$ cat src/sv/qsa_pkg.sv
// Shared types and constants for the Q1.14 saturating ALU.
// No dependencies; imported by every module of the block.
`default_nettype none
package qsa_pkg;
  localparam int DATA_W        = 16;
  localparam int FRACTION_BITS = 14;
  localparam int DIV_STEPS     = FRACTION_BITS + 3;
  localparam int SQRT_STEPS    = DATA_W;

  localparam logic [2:0] FUNC_ADD  = 3'd0;
  localparam logic [2:0] FUNC_SUB  = 3'd1;
  localparam logic [2:0] FUNC_MUL  = 3'd2;
  localparam logic [2:0] FUNC_DIV  = 3'd3;
  localparam logic [2:0] FUNC_SQRT = 3'd4;

  localparam logic signed [DATA_W-1:0] Q_ERR = 16'sh8000;
  localparam logic signed [DATA_W-1:0] Q_MAX = 16'sh7fff;

  typedef struct packed {
    logic               mode;
    logic [2:0]         func;
    logic               err_in;
    logic               undef;
    logic signed [17:0] v;
    logic               a_neg;
    logic               b_neg;
    logic               dz;
    logic               big;
    logic [16:0]        nbits;
    logic [16:0]        drem;
    logic [15:0]        den;
    logic [16:0]        quo;
    logic [31:0]        sop;
    logic [19:0]        srem;
    logic [16:0]        root;
  } pipe_t;
endpackage
`default_nettype wire

$ cat src/sv/q1_14_saturating_alu_unit.sv
// Q1.14 saturating ALU: add, subtract, multiply, divide and square root.
// Operations 0 to 4 on signed 16-bit Q1.14 operands a and b.
// Input word: in_valid/in_ready with func, a, b. Result word:
// out_valid/out_ready with result and overflow.
// One word can be accepted every cycle. There is one input stage, 17 stages
// each holding one restoring divide step, all but the last also one square
// root step, and one output stage for rounding and saturation.
// Every stage has its own valid bit and takes a new word when it is empty
// or its successor moves, so bubbles close up. When the receiver stalls,
// words pile up in the pipeline and in_ready falls only once it is full.
// Reset empties the pipeline and sets overflow_mode to saturate.
// cfg_we/cfg_wdata write overflow_mode (0 saturate, 1 error code); write
// it only while the pipeline is empty.
`default_nettype none
module q1_14_saturating_alu_unit import qsa_pkg::*; (
  input  wire logic                     clk,
  input  wire logic                     rst,
  input  wire logic                     cfg_we,
  input  wire logic                     cfg_wdata,
  input  wire logic                     in_valid,
  output logic                          in_ready,
  input  wire logic [2:0]               func,
  input  wire logic signed [DATA_W-1:0] a,
  input  wire logic signed [DATA_W-1:0] b,
  output logic                          out_valid,
  input  wire logic                     out_ready,
  output logic signed [DATA_W-1:0]      result,
  output logic                          overflow
);
  logic  mode;
  pipe_t pd  [DIV_STEPS+1];
  logic  pv  [DIV_STEPS+1];
  logic  prdy[DIV_STEPS+1];

  always_ff @(posedge clk) begin
    if (rst) begin
      mode <= 1'b0;
    end else if (cfg_we) begin
      mode <= cfg_wdata;
    end
  end

  qsa_front u_front (
    .clk, .rst, .mode, .in_valid, .in_ready, .func, .a, .b,
    .out_valid(pv[0]), .out_ready(prdy[0]), .out_data(pd[0])
  );

  for (genvar k = 0; k < DIV_STEPS; k++) begin : g_step
    qsa_step #(.DO_SQRT(k < SQRT_STEPS)) u_step (
      .clk, .rst,
      .in_valid(pv[k]), .in_ready(prdy[k]), .in_data(pd[k]),
      .out_valid(pv[k+1]), .out_ready(prdy[k+1]), .out_data(pd[k+1])
    );
  end

  qsa_back u_back (
    .clk, .rst,
    .in_valid(pv[DIV_STEPS]), .in_ready(prdy[DIV_STEPS]), .in_data(pd[DIV_STEPS]),
    .out_valid, .out_ready, .result, .overflow
  );

`ifndef SYNTHESIS
  a_err_flagged: assert property (@(posedge clk) disable iff (rst)
    out_valid && result == Q_ERR |-> overflow)
    else $error("error code delivered without overflow");
  a_sat_values: assert property (@(posedge clk) disable iff (rst)
    out_valid && overflow |-> (result == Q_ERR || result == Q_MAX || result == -Q_MAX))
    else $error("overflow with a value that is not an extreme");
  a_empty_ready: assert property (@(posedge clk) disable iff (rst)
    !out_valid |-> in_ready)
    else $error("input stalled while the output is empty");
`endif
endmodule
`default_nettype wire

$ cat src/sv/qsa_front.sv
// Input stage: decode, add, subtract, multiply and operand magnitudes.
// Depends on qsa_pkg.
`default_nettype none
module qsa_front import qsa_pkg::*; (
  input  wire logic                     clk,
  input  wire logic                     rst,
  input  wire logic                     mode,
  input  wire logic                     in_valid,
  output logic                          in_ready,
  input  wire logic [2:0]               func,
  input  wire logic signed [DATA_W-1:0] a,
  input  wire logic signed [DATA_W-1:0] b,
  output logic                          out_valid,
  input  wire logic                     out_ready,
  output pipe_t                         out_data
);
  pipe_t              d;
  logic [15:0]        abs_a;
  logic [15:0]        abs_b;
  logic signed [31:0] prod;

  assign in_ready = !out_valid || out_ready;

  always_comb begin
    abs_a = a[15] ? 16'(-a) : a;
    abs_b = b[15] ? 16'(-b) : b;
    prod  = 32'(a) * 32'(b);
    d        = '0;
    d.mode   = mode;
    d.func   = func;
    d.undef  = func > FUNC_SQRT;
    d.err_in = mode && !d.undef &&
               (a == Q_ERR || (func != FUNC_SQRT && b == Q_ERR));
    case (func)
      FUNC_ADD: d.v = 18'(a) + 18'(b);
      FUNC_SUB: d.v = 18'(a) - 18'(b);
      FUNC_MUL: d.v = 18'(prod >>> FRACTION_BITS);
      default:  d.v = '0;
    endcase
    d.a_neg = a[15];
    d.b_neg = b[15];
    d.dz    = b == '0;
    // The quotient needs more than 17 bits exactly when |a| >= 4|b|.
    d.big   = {2'b00, abs_a} >= {abs_b, 2'b00};
    d.drem  = 17'(abs_a >> 2);
    d.nbits = {abs_a[1:0], 15'b0};
    d.den   = abs_b;
    d.sop   = {abs_a, 16'b0};
  end

  always_ff @(posedge clk) begin
    if (rst) begin
      out_valid <= 1'b0;
    end else if (in_ready) begin
      out_valid <= in_valid;
    end
    if (in_ready && in_valid) begin
      out_data <= d;
    end
  end
endmodule
`default_nettype wire

$ cat src/sv/qsa_step.sv
// Pipeline stage: restoring divide step, square root step if DO_SQRT.
// Depends on qsa_pkg.
`default_nettype none
module qsa_step import qsa_pkg::*; #(
  parameter bit DO_SQRT = 1'b1
) (
  input  wire logic  clk,
  input  wire logic  rst,
  input  wire logic  in_valid,
  output logic       in_ready,
  input  wire pipe_t in_data,
  output logic       out_valid,
  input  wire logic  out_ready,
  output pipe_t      out_data
);
  pipe_t       d;
  logic [16:0] r1;
  logic [19:0] r2;
  logic [19:0] trial;

  assign in_ready = !out_valid || out_ready;

  always_comb begin
    d  = in_data;
    r1 = {in_data.drem[15:0], in_data.nbits[16]};
    d.nbits = {in_data.nbits[15:0], 1'b0};
    if (r1 >= {1'b0, in_data.den}) begin
      d.drem = r1 - {1'b0, in_data.den};
      d.quo  = {in_data.quo[15:0], 1'b1};
    end else begin
      d.drem = r1;
      d.quo  = {in_data.quo[15:0], 1'b0};
    end
    r2    = {in_data.srem[17:0], in_data.sop[31:30]};
    trial = {1'b0, in_data.root, 2'b01};
    if (DO_SQRT) begin
      d.sop = {in_data.sop[29:0], 2'b00};
      if (r2 >= trial) begin
        d.srem = r2 - trial;
        d.root = {in_data.root[15:0], 1'b1};
      end else begin
        d.srem = r2;
        d.root = {in_data.root[15:0], 1'b0};
      end
    end
  end

  always_ff @(posedge clk) begin
    if (rst) begin
      out_valid <= 1'b0;
    end else if (in_ready) begin
      out_valid <= in_valid;
    end
    if (in_ready && in_valid) begin
      out_data <= d;
    end
  end
endmodule
`default_nettype wire

$ cat src/sv/qsa_back.sv
// Output stage: quotient and root rounding, range check, saturation.
// Depends on qsa_pkg.
`default_nettype none
module qsa_back import qsa_pkg::*; (
  input  wire logic                clk,
  input  wire logic                rst,
  input  wire logic                in_valid,
  output logic                     in_ready,
  input  wire pipe_t               in_data,
  output logic                     out_valid,
  input  wire logic                out_ready,
  output logic signed [DATA_W-1:0] result,
  output logic                     overflow
);
  logic signed [18:0]       q;
  logic signed [18:0]       v;
  logic signed [DATA_W-1:0] r;
  logic                     ovf;

  assign in_ready = !out_valid || out_ready;

  always_comb begin
    q = in_data.a_neg ^ in_data.b_neg ? -$signed({2'b00, in_data.quo})
                                      : $signed({2'b00, in_data.quo});
    case (in_data.func)
      FUNC_DIV: begin
        if (in_data.dz) begin
          v = in_data.a_neg ? -19'sd32768 : 19'sd32768;
        end else if (in_data.big) begin
          v = in_data.a_neg ^ in_data.b_neg ? -19'sd32768 : 19'sd32768;
        end else begin
          v = (q + 19'sd1) >>> 1;
        end
      end
      FUNC_SQRT: v = $signed(19'({2'b00, in_data.root[16:1]}) + 19'(in_data.root[0]));
      default:   v = 19'(in_data.v);
    endcase
    r   = v[15:0];
    ovf = 1'b0;
    if (v > 19'sd32767 || v < -19'sd32767) begin
      ovf = 1'b1;
      r   = in_data.mode ? Q_ERR : (v > 19'sd0 ? Q_MAX : -Q_MAX);
    end
    if (in_data.undef) begin
      r   = '0;
      ovf = 1'b0;
    end else if (in_data.err_in) begin
      r   = Q_ERR;
      ovf = 1'b1;
    end
  end

  always_ff @(posedge clk) begin
    if (rst) begin
      out_valid <= 1'b0;
    end else if (in_ready) begin
      out_valid <= in_valid;
    end
    if (in_ready && in_valid) begin
      result   <= r;
      overflow <= ovf;
    end
  end
endmodule
`default_nettype wire

$ cat config.mk
export PLATFORM = sky130hd
export DESIGN_NAME = q1_14_saturating_alu_unit
export DESIGN_NICKNAME = d
export VERILOG_FILES = /design/src/sv/qsa_pkg.sv /design/src/sv/q1_14_saturating_alu_unit.sv /design/src/sv/qsa_front.sv /design/src/sv/qsa_step.sv /design/src/sv/qsa_back.sv
export SDC_FILE = /design/constraint.sdc
export NUM_CORES = 2
export LEC_CHECK = 0
export BUFFER_PORTS_ARGS = -buffer_cell sky130_fd_sc_hd__clkbuf_2
export CORE_MARGIN = 1
export CORE_UTILIZATION = 40
export DETAILED_ROUTE_END_ITERATION = 12
export GPL_TIMING_DRIVEN = 0
export HOLD_SLACK_MARGIN = 0.06
export PLACE_DENSITY = 0.66
export SYNTH_ARGS = -nofsm -noshare
export SYNTH_HDL_FRONTEND = slang
export SYNTH_SLANG_ARGS = --single-unit
$ cat constraint.sdc
create_clock -name clk -period 25.7 [get_ports clk]
set_input_delay 5.14 -clock clk [delete_from_list [all_inputs] [get_ports clk]]
set_output_delay 5.14 -clock clk [all_outputs]
set_load 0.1 [all_outputs]
==> impl_metrics.yaml <==
timing:
  slew_headroom_pct: 12.3
  tightest_slew_ns: 1.30
  hold_viol_final: 0
  fin_crit_ns: 14.99
  setup_viol: 0
  max_freq_ghz: 0.0667
  maxSlewViolCount: 0
  fin_ws_ns: 10.71
  clock_skew_ns: 0.0594
  fin_tns_setup_ns: 0
  finalCritPeriodShare_pct: 58.3
  rsz0062_at_grt: "false"
setup_path:
  reg2reg_depth: 12
  startpoint_type: "primary input"
  cp.required_ns: 20.56
  crit_path_end: "in_ready"
  crit_start: "out_ready"
  rr_startpoint: "u_back.out_valid"
  worst_path_largest_cell_delay_ns: 0.79
  crit_chain: "clkbuf_2, nor2b_1, nand3_1, nor2_1, and2_1, and3_1, clkbuf_1, and3_1, nand2_1, nor2_1, nand4_1, clkbuf_2"
  reg2reg_to: "u_front.out_data[149]"
  crit_slowest_cell: "nor2_1"
  crit_type: "in2out"
  crit_path_max_fanout: 7
  end_kind: "primary output"
  regToRegSetupSlack_ns: 20.10
  critPathArrivalTime_ns: 9.85
yosys:
  yosys.area_share.adder_pct: 14.1
  async_flop_share_pct: 0
  avgSynthCellArea_um2: 12.3
  ys_types: 97
  yosysSeqAreaShare_pct: 57.1
  yosysWarnings: 0
  synth_edf_count: 1669
  synth_top_cell_area_share_pct: 56.6
  synth-compound-area-share_pct: 9.03
  synth-xor-area-share_pct: 3.63
  yosysMostFrequentCell: "edfxtp_1"
  synth_common_cells: "edfxtp_1 (1,669), inv_1 (1,011), ha_1 (540)"
  syn-instance-count: 7198
  synth_nets: 8065
  synth_area_leader_cell: "edfxtp_1"
  synth_area_um2: 88500
  synth.area.mux_share_pct: 1.17
  synthSimpleGateAreaFrac_pct: 10.0
  synth-main-ff-cell: "edfxtp_1"
  ys_ff_latch: 1689
  synth_area_leaders: "edfxtp_1 (57%), ha_1 (7.6%), fa_1 (6.5%)"
  synth_top_family_by_area: "adder cells"
global_routing:
  grt_pass1_wl_mm: 295
  grt_pass1_vias: 55300
  grt_max_degree: 38
  antenna_found_initial: 4
  grt_overflow: 0
  track_usage_pct: 16.8
pwr:
  fin_total_pwr_uw: 8300
  powerDensity_nw_per_um2: 83.5
  leakagePower_uw: 0.0381
  ir_worst_vdd_v: 0.000273
cts:
  cts_hold_buf: 0
  path_clk_slew_ns: 0.06
  cts_setup_buffers: 0
  cts_tree: "built"
  clockBufferDepth: 3
  numCtsBuffers: 172
  ctsHtreeMaxLevel: 4
  worstSkewPairLatency_ns: 0.83
  cts_num_sinks: 1689
  cts_root_buffer: "clkbuf_16"
  cts-resized-gates: 0
finish:
  syn2layout_area_growth_pct: 12.4
  fin_nets: 8344
  utilization_pct: 45.3
  final_layout_size_suffix_gt1_share_pct: 6.84
  final_cells: 10600
placement:
  io_buffers: 58
  hpwl_mm: 147
  placed_cells: 10300
  place_congestion: 0.952
  dpl_worst_slack_ns: 10.62
floorplan:
  initial_core_util_pct: 40.3
  dieWidth_um: 472
  io_pins: 60
  rows: 172
  fp.dieArea_um2: 223000
  core_area_um2: 220000
  die_h_um: 472
min_path:
  worstHoldStart: "g_step[7].u_step.out_data[159]"
  hp-class: "reg2reg"
detailed_routing:
  wl_per_cell_um: 17.7
  first_iter_violations: 2974
  drcViolationCount: 0
  num_vias: 53500
  drt_pass1_iterations: 7
  drt_wl_total_mm: 187
  ant_nets: 0
  viasPerCell: 5.06
run:
  cap_violations: 0
status:
  outcome: "complete, no violations"
## cell usage in the layout (no fill, tap or decap), types with 46 or more instances in the layout
master,netlist,layout
o31ai_1,99,99
ha_1,540,540
o21bai_1,50,50
edfxtp_1,1669,1669
a21oi_1,301,300
nor3_1,133,133
and2_1,114,113
nand3_1,80,80
clkbuf_2,1,59
a31oi_1,48,46
clkbuf_1,138,170
or3_1,55,55
inv_1,1011,1011
clkbuf_16,0,172
mux2_2,79,79
nor4_1,58,58
xor2_1,136,136
nand2_1,517,517
nor2b_1,67,58
o21ai_0,336,336
and3_1,55,55
nand2b_1,80,80
fa_1,286,286
a21o_1,71,71
a21boi_0,58,52
nand4_1,82,82
nor2_1,433,433
xnor2_1,231,231
## stage by stage
stage | hold slack, ns | cell area (um2)
after detailed placement | 0.405 | 93700
final | 0.394 | 99500
after global routing | 0.404 | 99500
after CTS | 0.391 | 99500
after global placement | 0.401 | 92500
after floorplan | 0.400 | 88500
## worst max-delay path, delay by kind of cell
kind                   cells  cell delay [ns]
buffers and inverters      3             1.10
AND/OR/NAND/NOR            9             3.57
## worst min-delay path by stage
| stage | end | slack, ns | cells past startpoint |
|---|---|---|---|
| floorplan | g_step[0].u_step.out_data[136] | 0.40 | 0 |
| global placement | g_step[1].u_step.out_data[60] | 0.40 | 0 |
| detailed placement | g_step[10].u_step.out_data[72] | 0.40 | 0 |
| CTS | g_step[8].u_step.out_data[159] | 0.39 | 0 |
| global route | g_step[8].u_step.out_data[159] | 0.40 | 0 |
| finish | g_step[8].u_step.out_data[159] | 0.39 | 0 |
## cell families after synthesis
family	Yosys count
buffers and inverters	1168
and+or+nand+nor	1803
xor gates and xnor gates	367
AOI/OAI and AO/OA	1250
other	1
adders and majority gates	826
DFF	1689
muxes	94
## cell type report
cell class	count	area, um2
antenna	2	5.00
buffer	154	606
clock buffer	206	4450
clock inverter	104	1350
fill	19500	120000
inverter	1014	3810
multi-input combinational	4341	33800
sequential	1689	50500
tap	2958	3700
timing repair buffer	105	1260
## where the power goes
part / total, uW / switching (uW) / internal [uW]
Combinational: 2690 / 1760 / 933
Clock: 2510 / 1040 / 1470
Sequential: 3100 / 26.8 / 3080
## per-layer routing
metal	wire, um	vias up	global-route usage [%]
met3	6340	418	2.46
met2	96300	1056	30.7
met1	74700	25900	18.7
met4	9760	2	8.88
met5	5	-	0
li1	-	26200	-
## sequential cells by signal, summed over array words and instances (netlist names)
| register | flops |
|---|---|
| u_front.out_data | 60 |
| u_front.out_valid | 1 |
| u_back.out_valid | 1 |
| g_step.u_step.out_valid | 17 |
| mode | 1 |
| g_step.u_step.out_data | 1592 |
| u_back.result | 16 |
| u_back.overflow | 1 |
(Power assumes the default switching activity.)
